--- src/rtl/core/pmfb_pkg.sv ---
// Paged mono framebuffer: shared types, codes and constants.
// Used by every module of the block; depends on nothing.
`timescale 1ns / 1ps
`default_nettype none

package pmfb_pkg;

    localparam int MAX_WIDTH_DEF  = 128;
    localparam int MAX_HEIGHT_DEF = 64;

    localparam int PAGE_W = 4;
    localparam int SUM_W  = 12;

    localparam logic [7:0] WIDTH_RST  = 8'd128;
    localparam logic [6:0] HEIGHT_RST = 7'd64;
    localparam logic [7:0] STRIDE_RST = 8'd0;

    localparam logic [1:0] CFG_WIDTH  = 2'd0;
    localparam logic [1:0] CFG_HEIGHT = 2'd1;
    localparam logic [1:0] CFG_STRIDE = 2'd2;

    localparam logic [7:0] BYTE_ONE  = 8'h01;
    localparam logic [7:0] BYTE_ONES = 8'hFF;
    localparam logic [7:0] BYTE_ZERO = 8'h00;

    typedef enum logic [1:0] {
        REQ_SET  = 2'd0,
        REQ_GET  = 2'd1,
        REQ_FILL = 2'd2,
        REQ_RECT = 2'd3
    } req_t;

    typedef enum logic [2:0] {
        ST_IDLE,
        ST_CHECK,
        ST_ROW,
        ST_REDUCE,
        ST_READ,
        ST_MODIFY,
        ST_FILL,
        ST_DONE
    } state_t;

    typedef struct packed {
        logic accept;
        logic row_start;
        logic load_addr;
        logic mem_read;
        logic modify;
        logic fill_write;
        logic advance;
        logic finish;
    } ctrl_cmd_t;

    typedef struct packed {
        logic is_pixel;
        logic is_fill;
        logic skip;
        logic last_col;
        logic last_page;
        logic red_done;
        logic res_full;
    } ctrl_status_t;

endpackage

`default_nettype wire

--- src/rtl/core/pmfb_ctrl.sv ---
// Paged mono framebuffer controller: sequences checks, address reduction, read-modify-write
// and fill walks. Depends on pmfb_pkg.
`timescale 1ns / 1ps
`default_nettype none

module pmfb_ctrl (
    input  wire logic                   aclk,
    input  wire logic                   aresetn,
    input  wire logic                   s_tvalid,
    output logic                        s_tready,
    input  wire pmfb_pkg::ctrl_status_t status,
    output pmfb_pkg::ctrl_cmd_t         cmd
);

    pmfb_pkg::state_t state_reg, state_next;

    always_ff @(posedge aclk) begin
        if (!aresetn) begin
            state_reg <= pmfb_pkg::ST_IDLE;
        end else begin
            state_reg <= state_next;
        end
    end

    always_comb begin
        state_next = state_reg;
        unique case (state_reg)
            pmfb_pkg::ST_IDLE: begin
                if (s_tvalid) state_next = pmfb_pkg::ST_CHECK;
            end
            pmfb_pkg::ST_CHECK: begin
                state_next = status.skip ? pmfb_pkg::ST_DONE : pmfb_pkg::ST_ROW;
            end
            pmfb_pkg::ST_ROW: begin
                state_next = pmfb_pkg::ST_REDUCE;
            end
            pmfb_pkg::ST_REDUCE: begin
                if (status.red_done) begin
                    state_next = status.is_fill ? pmfb_pkg::ST_FILL : pmfb_pkg::ST_READ;
                end
            end
            pmfb_pkg::ST_READ: begin
                state_next = pmfb_pkg::ST_MODIFY;
            end
            pmfb_pkg::ST_MODIFY: begin
                if (status.is_pixel || (status.last_col && status.last_page)) begin
                    state_next = pmfb_pkg::ST_DONE;
                end else if (status.last_col) begin
                    state_next = pmfb_pkg::ST_ROW;
                end else begin
                    state_next = pmfb_pkg::ST_READ;
                end
            end
            pmfb_pkg::ST_FILL: begin
                if (status.last_col && status.last_page) begin
                    state_next = pmfb_pkg::ST_DONE;
                end else if (status.last_col) begin
                    state_next = pmfb_pkg::ST_ROW;
                end
            end
            pmfb_pkg::ST_DONE: begin
                if (!status.res_full) state_next = pmfb_pkg::ST_IDLE;
            end
            default: state_next = pmfb_pkg::ST_IDLE;
        endcase
    end

    always_comb begin
        s_tready       = (state_reg == pmfb_pkg::ST_IDLE);
        cmd.accept     = (state_reg == pmfb_pkg::ST_IDLE) && s_tvalid;
        cmd.row_start  = (state_reg == pmfb_pkg::ST_ROW);
        cmd.load_addr  = (state_reg == pmfb_pkg::ST_REDUCE) && status.red_done;
        cmd.mem_read   = (state_reg == pmfb_pkg::ST_READ);
        cmd.modify     = (state_reg == pmfb_pkg::ST_MODIFY);
        cmd.fill_write = (state_reg == pmfb_pkg::ST_FILL);
        cmd.advance    = ((state_reg == pmfb_pkg::ST_MODIFY) && !status.is_pixel) ||
                         (state_reg == pmfb_pkg::ST_FILL);
        cmd.finish     = (state_reg == pmfb_pkg::ST_DONE) && !status.res_full;
    end

endmodule

`default_nettype wire

--- config.mk ---
export PLATFORM = sky130hd
export DESIGN_NAME = pmfb_ctrl
export DESIGN_NICKNAME = d
export VERILOG_FILES = /design/src/rtl/core/pmfb_pkg.sv /design/src/rtl/core/pmfb_ctrl.sv
export SDC_FILE = /design/constraint.sdc
export NUM_CORES = 1
export LEC_CHECK = 0
export ABC_AREA = 1
export BUFFER_PORTS_ARGS = -buffer_cell sky130_fd_sc_hd__buf_4
export CAP_MARGIN = 40
export CORE_AREA = 2 2 39 41
export CTS_CLUSTER_SIZE = 25
export DETAILED_ROUTE_END_ITERATION = 10
export DIE_AREA = 0 0 41 43
export REMOVE_ABC_BUFFERS = 1
export SLEW_MARGIN = 0
export SYNTH_ARGS = -nofsm -noshare
export SYNTH_HDL_FRONTEND = slang
export SYNTH_SLANG_ARGS = --single-unit
--- constraint.sdc ---
create_clock -name aclk -period 1.7 [get_ports aclk]
set_input_delay 0.255 -clock aclk [delete_from_list [all_inputs] [get_ports aclk]]
set_output_delay 0.255 -clock aclk [all_outputs]
set_load 0.005 [all_outputs]
## After elaboration in Yosys (flattened, before gate mapping)

Index checks and enable logic that the tools add are counted.

- Bits in registers: 3
- Bits in latches: 0
- Bits in writable memories: 0
- ROM bits: 0
- Bits of input ports: 10
- Output and inout bits: 9
- Word-level logic and storage cells: 33
- Memories kept: 0

- Add/subtract/negate cells: 0
- Multiply operators: 0
- Divide/modulo/power cells: 0
- Order comparisons: 0
- Equal/unequal tests: 11
- Shift operators: 0
- Muxes and demuxes: 10
- Bitwise gates (word level): 0
- Reductions and logical operators: 11

Operators by type and width:

| operator | count |
|---|---|
| two-way mux 3 bit | 8 |
| case mux 3 bit (8 select lines) | 1 |
| == test 3 bit (second input constant) | 4 |
| == test 3 x 2 -> 1 bit (second input constant) | 2 |
| != test 2 bit (second input constant) | 3 |
| logical AND 1 bit | 5 |
| AND reduction 4 bit | 1 |
| == test 3 x 1 -> 1 bit (second input constant) | 1 |
| logical NOT 3 bit | 1 |
| != test 3 x 2 -> 1 bit (second input constant) | 1 |
| logical NOT 1 bit | 2 |
| logical OR 1 bit | 2 |
| two-way mux 2 bit | 1 |

## Depth between registers and ports, before layout

Gate-level depths: netlist (run 1).

- Word-level depth: 4
- Depth in mapped cells: 9
- Mapped depth without buffers: 8

## Least setup slack after synthesis (run 1)

OpenSTA, ideal clock, no wires.

- Kind: register -> output
- From: register state_reg[1]
- To: output port cmd[1] (netlist bit)
- Arrival time: 0.838 ns
- Required time: 1.445 ns
- Path slack: 0.607 ns
- Stages on the path, launching flop included: 5
- Path buffers: 0
- Cells stage by stage: dfxtp_1 -> inv_2 -> nor2_2 -> inv_1 -> o21ai_0

RTL lines:

| item | line | source |
|---|---|---|
| start, declared | pmfb_ctrl.sv:15 | `pmfb_pkg::state_t state_reg, state_next;` |
| start signal, assigned | pmfb_ctrl.sv:19 | `state_reg <= pmfb_pkg::ST_IDLE;` |
| start signal, assigned | pmfb_ctrl.sv:21 | `state_reg <= state_next;` |
| end, declared | pmfb_ctrl.sv:12 | `output pmfb_pkg::ctrl_cmd_t cmd` |

==> flow_summary_export.csv, run 1 <==
group,metric,value,unit
final_layout,drive_above_1_share,39.1,%
cts,clkLatencyLatePin,0.24,ns
detailed_routing,drt_first_pass_iters,4,
setup_path,r2r-start,"state_reg[0]$_SDFFE_PN0P_",
power,switching_share,49.2,%
setup_path,worst_setup_path_start_kind,"flip-flop",
min_path,min-delay-start,"aresetn",
final_layout,final_cell_mix,"18 x buf_4, 15 x nand2_1, 11 x inv_1",
power,p_int,421,uW
cts,cts_sinks,3,
detailed_routing,drc,0,
sta,hold_slack,0.252,ns
floorplan,die_x,41,um
detailed_routing,drt_first_iter_violations,13,
job,drv_cap,0,
synth,syn_avg_cell_area,5.43,um^2
final_layout,diodes,0,
grt,first_global_vias,390,
floorplan,num_rows,14,
final_layout,stdcell_area,528,um^2
final_layout,synthToLayoutAreaGrowth,45.0,%
detailed_routing,num_vias,469,
setup_path,end_kind,"output pin",
sta,max_freq,660,MHz
power,ir_worst_vdd,0.590,mV
power,power.density,1570,nW/um^2
detailed_routing,postRouteAntennaNets,0,
cts,ctsResizeCount,0,
place,port_buffers,18,
grt,grt_usage,12.9,%
setup_path,setup.worst_path.start,"state_reg[0]$_SDFFE_PN0P_",
min_path,hold_path.class,"in2reg",
synth,ys_seq_elements,3,
setup_path,path_class,"reg2out",
cts,clk_pin_slew_worst_paths,0.04,ns
floorplan,initial_core_util,26.3,%
final_layout,nets,98,
setup_path,critPathArrivalTime,1.26,ns
detailed_routing,drt-total-wl,939,um
grt,grt_first_pass_wirelength,1500,um
floorplan,design.core.area,1380,um^2
power,pwr-share-comb,60.5,%
power,p_switching,408,uW
setup_path,worstPathRequired,1.44,ns
cts,htreeDepth,1,
grt,grt_overflow_total,0,
place,globalplace.congestion,0.800,
grt,antenna_found_initial,0,
power,seq_power_share,23.4,%
sta,fin_crit_sh,89.2,%
sta,drv_slew,0,
cts,cts_setup_buffers,0,
detailed_routing,wl_per_cell,9.12,um
synth,syn-cell-area,364,um^2
cts,cts_made_buffers,3,
synth,ys_types,17,
sta,slew_headroom,79.4,%
final_layout,final_common_cell,"buf_4",
floorplan,ioPinCount,19,
status,outcome,"finished, final reports clean",
cts,cts-root-buf,"clkbuf_4",
floorplan,die_y,43,um
grt,grt_max_degree,10,
final_layout,largest_reg_flops,3,
setup_path,crit_fanout,8,
sta,worstMarginPinSlew,0.308,ns
sta,finClkSkew,0.00700,ns
place,dpl_cell_area,500,um^2
sta,hold_viol_final,0,
power,power_frac_clock,16.1,%
synth,syn_inst,67,
floorplan,die_area,1760,um^2
detailed_routing,via_per_inst,4.55,
power,p_leak,0.000295,uW
cts,hold_buffers,0,
cts,clock_path_buffers,2,
place,dp_hpwl,752,um
sta,final.min_clock_period,1.52,ns
synth,ys_seq_area_share,16.5,%
sta,setup_violations,0,
synth,synth_warnings,0,
sta,rsz0062_at_grt,"false",
cts,cts_tree,"built",
sta,tns,0,ns
synthesized netlist by cell type, drive strengths merged:
cell | instances | area, um^2
inv | 14 | 52.6
o21ai | 6 | 30.0
nand4 | 2 | 12.5
nand3 | 8 | 45.0
nand2 | 17 | 68.8
dfxtp | 3 | 60.1
nor3 | 1 | 5.00
buf | 2 | 18.8
nor2 | 12 | 57.6
a21oi | 2 | 13.8
worst paths after layout:
kind	endpoint	slack, ns	depth (start not counted)
max reg2reg	state_reg[2]$_SDFFE_PN0P_	0.44	7
min reg2reg	state_reg[2]$_SDFFE_PN0P_	0.56	2
min	state_reg[0]$_SDFFE_PN0P_	0.25	3
max	cmd[1]	0.18	5
power by group through the flow:
stage | Sequential (uW) | Combinational [uW] | Clock (uW)
5_1_grt | 204 | 584 | 142
4_1_cts | 189 | 506 | 137
3_5_place_dp | 190 | 504 | 0
2_1_floorplan | 173 | 335 | 0
3_3_place_gp | 188 | 506 | 0
6_report | 194 | 502 | 133
cell type report:
cell class	count	area [um^2]
fillers	164	856
clock buffers	4	26.3
inverters	14	52.6
flip-flops and latches	3	61.3
multi-input cells	48	233
repair buffers	18	135
well taps	16	20.0
metal layers:
metal	share of wire, %	global-route usage [%]	routed length [um]	up-vias
met2	47	18.1	443	18
met3	8.7	6.28	82	2
met4	0.96	8.00	9	0
met5	0	0	0	-
met1	43	15.1	403	201
li1	-	-	-	248
stage by stage:
stage	power [uW]	std cells	utilization (%)	setup slack, ns
4_1_cts	831	103	38.1	0.0853
6_report	829	103	38.2	0.184
2_1_floorplan	508	65	-	0.568
5_1_grt	930	103	38.2	0.0631
3_5_place_dp	694	99	36.2	0.340
3_3_place_gp	694	99	36.2	0.337
worst max-delay path: stages, from the launching register on:
cell and delay (ns):
dfxtp_1 0.49, nand2_1 0.11, nor2_2 0.15, nand2_1 0.06, o21ai_0 0.07, buf_4 0.13
cells by family (layout without fill, tap and decap cells):
family	after synthesis	in the layout	share of synthesized area (%)
AO/OA/AOI/OAI	8	8	12.0
AND/OR/NAND/NOR	40	40	51.9
buffers and inverters	16	36	19.6
flip-flops	3	3	16.5
Power figures use the tool's default switching activity.
==> run 2: changes to the inputs <==
- ABC_AREA: 1 -> not set
==> run 2 against run 1 <==
- final cell count shrank 16%
- non-clock buffer count grew 3
- critical endpoint is now cmd[7]
- power down 29%
- routed wire length is 12% higher
- count of clock-buffer cells in the layout did not move
- flip-flop and latch count stayed put
- critical path depth grew 1
- global-route usage unchanged
- critical path type unchanged
==> flow_summary_export.csv, run 2 <==
group,metric,value,unit
status,outcome,"finished, final reports clean",
detailed_routing,num_vias,438,
floorplan,die_y,43,um
floorplan,num_rows,14,
final_layout,diodes,0,
min_path,hold_end,"state_reg[0]$_SDFFE_PN0P_",
floorplan,initial_core_util,30.4,%
setup_path,crit_fanout,9,
cts,cts-root-buf,"clkbuf_4",
synth,syn-cell-area,420,um^2
grt,grt_first_pass_wirelength,1570,um
grt,grt_usage,12.9,%
detailed_routing,via_per_inst,5.03,
sta,hold_slack,0.322,ns
detailed_routing,wl_per_cell,12.1,um
floorplan,die_x,41,um
sta,setup_violations,0,
setup_path,end_kind,"output pin",
power,power.density,1010,nW/um^2
final_layout,ff_latch_area,61.3,um^2
final_layout,final_cell_mix,"21 x buf_4, 5 x inv_1, 4 x nor3_1, 4 x o21ai_0",
synth,synth_edf_count,0,
cts,cts_setup_buffers,0,
sta,rsz0062_at_grt,"false",
setup_path,max_stage_delay,0.39,ns
synth,ys_seq_elements,3,
place,pre_cts_ws,0.293,ns
sta,final.min_clock_period,1.58,ns
synth,syn_avg_cell_area,8.41,um^2
synth,syn_inst,50,
setup_path,reg2reg_to,"state_reg[2]$_SDFFE_PN0P_",
sta,drv_slew,0,
cts,clk_pin_slew_worst_paths,0.04,ns
cts,cts_sinks,3,
place,globalplace.congestion,0.845,
final_layout,fin_util,42.4,%
setup_path,critPathArrivalTime,1.33,ns
synth,ys_types,29,
floorplan,die_area,1760,um^2
setup_path,worstPathRequired,1.44,ns
cts,clock_path_buffers,2,
grt,grt_max_degree,11,
floorplan,ioPinCount,19,
place,port_buffers,18,
min_path,min-delay-start,"aresetn",
final_layout,nets,82,
grt,first_global_vias,377,
power,ir_worst_vdd,0.422,mV
final_layout,synthToLayoutAreaGrowth,39.6,%
place,place_inst,83,
synth,synth.most_common_cell,"inv_1",
power,p_leak,0.000282,uW
grt,grt_overflow_total,0,
setup_path,crit_slowest_cell,"dfxtp_1",
detailed_routing,postRouteAntennaNets,0,
sta,finClkSkew,0.00941,ns
grt,antenna_found_initial,0,
synth,ys_seq_area_share,14.3,%
cts,cts_tree,"built",
min_path,hold_path.class,"in2reg",
floorplan,design.core.area,1380,um^2
detailed_routing,drt-total-wl,1050,um
sta,tns,0,ns
synth,synth_warnings,0,
synth,synth.area.top_cells,"dfxtp_1 14%, buf_6 8.0%, nand2b_4 6.5%",
synth,synth_top_cell_area_share,14.3,%
final_layout,fillers,143,
sta,max_freq,633,MHz
setup_path,rr_worst_depth,5,
final_layout,multi_input_area,299,um^2
sta,fin_crit_sh,92.9,%
cts,hold_buffers,0,
synth,synth_top_area_cell,"dfxtp_1",
job,drv_cap,0,
final_layout,final_common_cell,"buf_4",
setup_path,path_common_cell,"buf_4",
sta,setup_ws,0.120,ns
setup_path,path_class,"reg2out",
cts,htreeDepth,1,
sta,slew_headroom,81.3,%
synth,netlist_top_cells_count,"5 x inv_1, 4 x nor3_1, 4 x o21ai_0",
place,dp_hpwl,798,um
detailed_routing,drt_first_iter_violations,24,
final_layout,stdcell_count,87,
final_layout,drive_above_1_share,50.7,%
min_path,hold_depth,3,
synth,synthFlopType,"dfxtp_1",
setup_path,worst_setup_path_start_kind,"flip-flop",
setup_path,r2r_slack,0.38,ns
sta,hold_viol_final,0,
synth,async_reset_ff_share,0,%
cts,cts_made_buffers,3,
detailed_routing,drt_first_pass_iters,4,
detailed_routing,drc,0,
cts,clkLatencyLatePin,0.24,ns
final_layout,largest_reg_flops,3,
sta,worstMarginPinSlew,0.278,ns
setup_path,crit_chain,"buf_4, nor2_2, nand2_1, inv_1, and2_1, buf_4",
setup_path,r2r-start,"state_reg[1]$_SDFFE_PN0P_",
## run 2: report_power, final
part	internal (uW)	total (uW)	switching, uW	leakage, uW
combinational	171	337	166	0.000242
sequential	89.1	122	32.9	0.0000250
clock	88.4	132	43.8	0.0000150
## run 2: logic make-up after synthesis
kind of cell / count (synthesis) / share of synthesized area, %
and+or+nand+nor: 21 / 38.1
DFF: 3 / 14.3
AOI/OAI and AO/OA: 16 / 32.4
buffers and inverters: 10 / 15.2
## run 2: through the flow
stage	instance area (um^2)	power, uW
floorplan	379	324
global placement	557	451
detailed placement	557	452
CTS	583	587
global route	587	627
finish	587	592
## run 2: worst max-delay path by stage
stage / from / to / depth (start not counted)
5_1_grt: state_reg[1]$_SDFFE_PN0P_ / cmd[7] / 6
6_report: state_reg[1]$_SDFFE_PN0P_ / cmd[7] / 6
3_5_place_dp: state_reg[0]$_SDFFE_PN0P_ / state_reg[2]$_SDFFE_PN0P_ / 5
2_1_floorplan: state_reg[0]$_SDFFE_PN0P_ / state_reg[1]$_SDFFE_PN0P_ / 4
4_1_cts: state_reg[0]$_SDFFE_PN0P_ / cmd[7] / 5
3_3_place_gp: state_reg[0]$_SDFFE_PN0P_ / state_reg[2]$_SDFFE_PN0P_ / 5
## run 2: what timing repair did
action                                 in CTS  in global routing
gates resized for setup                     0                  2
endpoints found under the hold margin       0                  0
setup endpoints to repair                   0                  1
## run 2: metal layers
| layer | vias up | routed length [um] | track usage, % |
|---|---|---|---|
| met1 | 192 | 483 | 18.9 |
| met5 | - | 0 | 0 |
| met3 | 0 | 74 | 1.57 |
| met4 | 0 | 0 | 8.00 |
| met2 | 21 | 494 | 17.2 |
| li1 | 225 | - | - |
## run 2: critical path, delay by kind of cell (launching register included)
kind	cells	cell delay, ns
flops	1	0.39
buf+inv	3	0.38
simple gates	3	0.32
## run 2: final cells by class
type / count / share of cell area, %
multi-input combinational: 37 / 51.0
sequential: 3 / 10.4
tap: 16 / 3.41
inverter: 6 / 3.84
timing repair buffer: 21 / 26.9
clock buffer: 4 / 4.48
==> run 3: changes to the inputs <==
- PLACE_DENSITY: not set -> 0.62
- TNS_END_PERCENT: not set -> 100
==> run 3 against run 2 <==
- setup slack improved by 0.0011 ns
- power down 4.4%
- worst hold slack worse by 0.0059 ns
- flip-flop and latch count unchanged
- clock power down 11%
- largest cell class unchanged
- highest routed layer unchanged
==> flow_summary_export.csv, run 3 (same netlist as run 2, synthesis figures left out) <==
group,metric,value,unit
status,outcome,"finished, final reports clean",
setup_path,reg2reg_to,"state_reg[0]$_SDFFE_PN0P_",
setup_path,rr_worst_depth,5,
power,p_int,346,uW
sta,setup_ws,0.121,ns
detailed_routing,postRouteAntennaNets,0,
place,globalplace.congestion,0.754,
detailed_routing,met1_length,477,um
detailed_routing,num_vias,426,
floorplan,initial_core_util,30.4,%
setup_path,cp.buffers_inverters,3,
detailed_routing,via_per_inst,4.90,
sta,setup_violations,0,
final_layout,largest_reg_flops,3,
power,seq_power_share,21.4,%
sta,fin_crit_sh,92.9,%
sta,worstMarginPinSlew,0.337,ns
cts,cts_tree,"built",
power,switching_share,38.9,%
detailed_routing,drc,0,
cts,cts-root-buf,"clkbuf_4",
final_layout,final_cell_mix,"21 x buf_4, 5 x inv_1, 4 x nor3_1, 4 x o21ai_0",
detailed_routing,wl_met2,430,um
cts,clk_pin_slew_worst_paths,0.03,ns
setup_path,cp_top_family,"buffers and inverters",
cts,htreeDepth,1,
power,power_frac_clock,20.7,%
floorplan,ioPinCount,19,
cts,cts_setup_buffers,0,
job,drv_cap,0,
sta,final.min_clock_period,1.58,ns
cts,cts_made_buffers,3,
place,port_buffers,18,
setup_path,crit_chain,"buf_4, inv_2, nor3_1, o21bai_1, buf_4",
floorplan,design.core.area,1380,um^2
grt,grt_max_degree,11,
power,ir_worst_vdd,0.449,mV
sta,rsz0062_at_grt,"false",
setup_path,r2r-start,"state_reg[0]$_SDFFE_PN0P_",
setup_path,worst_setup_path_start_kind,"flip-flop",
grt,first_global_vias,387,
sta,max_freq,633,MHz
final_layout,stdcell_count,87,
final_layout,stdcell_area,584,um^2
sta,tns,0,ns
setup_path,critical_path_cell_count,5,
place,dp_hpwl,744,um
setup_path,max_stage_delay,0.30,ns
detailed_routing,drt-total-wl,939,um
sta,hold_viol_final,0,
setup_path,critical_path.endpoint,"cmd[1]",
power,pwr-share-comb,57.9,%
detailed_routing,wl_per_cell,10.8,um
sta,slew_headroom,77.5,%
power,p_switching,220,uW
setup_path,path_class,"reg2out",
final_layout,diodes,0,
detailed_routing,drt_first_pass_iters,5,
grt,grt_usage,11.5,%
min_path,hold_path.class,"in2reg",
place,dpl_cell_area,557,um^2
setup_path,setup.worst_path.start,"state_reg[2]$_SDFFE_PN0P_",
final_layout,drive_above_1_share,49.3,%
floorplan,die_x,41,um
power,p_leak,0.000282,uW
setup_path,r2r_slack,0.27,ns
grt,grt_overflow_total,0,
setup_path,worstPathRequired,1.44,ns
setup_path,end_kind,"output pin",
place,pre_cts_ws,0.258,ns
sta,finClkSkew,0.00125,ns
detailed_routing,routed-wl-met3,31,um
cts,cts_sinks,3,
setup_path,path_common_cell,"buf_4",
setup_path,crit_fanout,10,
floorplan,die_area,1760,um^2
final_layout,nets,82,
cts,clock_path_buffers,2,
detailed_routing,topRoutingLayerUsed,"met3",
setup_path,crit_slowest_cell,"dfxtp_1",
place,place_inst,83,
sta,drv_slew,0,
final_layout,final_common_cell,"buf_4",
grt,antenna_found_initial,0,
final_layout,synthToLayoutAreaGrowth,39.0,%
floorplan,die_y,43,um
detailed_routing,drt_first_iter_violations,4,
power,p_total,566,uW
setup_path,critPathArrivalTime,1.32,ns
floorplan,num_rows,14,
grt,grt_first_pass_wirelength,1480,um
cts,clkLatencyLatePin,0.22,ns
power,power.density,968,nW/um^2
run 3: repair_timing:
action,4_1_cts,5_1_grt
hold buffers,0,0
setup endpoints to repair,0,1
endpoints found under the hold margin,0,0
gates resized for setup,0,1
run 3: routing by layer:
layer / vias up / GRT usage, %
met4: 0 / 2.00
met1: 187 / 17.6
li1: 228 / -
met2: 11 / 16.9
met5: - / 0
met3: 0 / 1.57
run 3: final cells by class:
type                            instances  area [um^2]
Fill cell                             157          800
Multi-Input combinational cell         37          297
Timing Repair Buffer                   21          158
Sequential cell                         3         61.3
Clock buffer                            4         26.3
Inverter                                6         22.5
Tap cell                               16         20.0
run 3: worst min path at each step:
| stage | from | to | slack, ns | cells past startpoint |
|---|---|---|---|---|
| after floorplan | aresetn | state_reg[2]$_SDFFE_PN0P_ | 0.41 | 2 |
| after global placement | aresetn | state_reg[2]$_SDFFE_PN0P_ | 0.54 | 3 |
| after detailed placement | aresetn | state_reg[2]$_SDFFE_PN0P_ | 0.55 | 3 |
| after CTS | aresetn | state_reg[2]$_SDFFE_PN0P_ | 0.32 | 3 |
| after global routing | aresetn | state_reg[2]$_SDFFE_PN0P_ | 0.34 | 3 |
| final | aresetn | state_reg[2]$_SDFFE_PN0P_ | 0.32 | 3 |
run 3: worst register-to-register path, stage by stage (launching register included):
cell and delay [ns]:
dfxtp_1 0.51, buf_4 0.23, nand3b_4 0.09, o22ai_2 0.19, nor2_1 0.07, a221oi_2 0.25
run 3: power groups by stage:
stage / Sequential (uW) / Combinational [uW] / Clock (uW)
after floorplan: 141 / 183 / 0
after global placement: 117 / 331 / 0
after detailed placement: 121 / 328 / 0
after CTS: 120 / 329 / 120
after global routing: 124 / 354 / 129
final: 121 / 328 / 117
run 3: per-stage QoR:
step	hold slack (ns)	util, %
floorplan	0.414	-
global placement	0.543	40.2
detailed placement	0.547	40.2
CTS	0.318	42.1
global route	0.335	42.2
finish	0.316	42.2
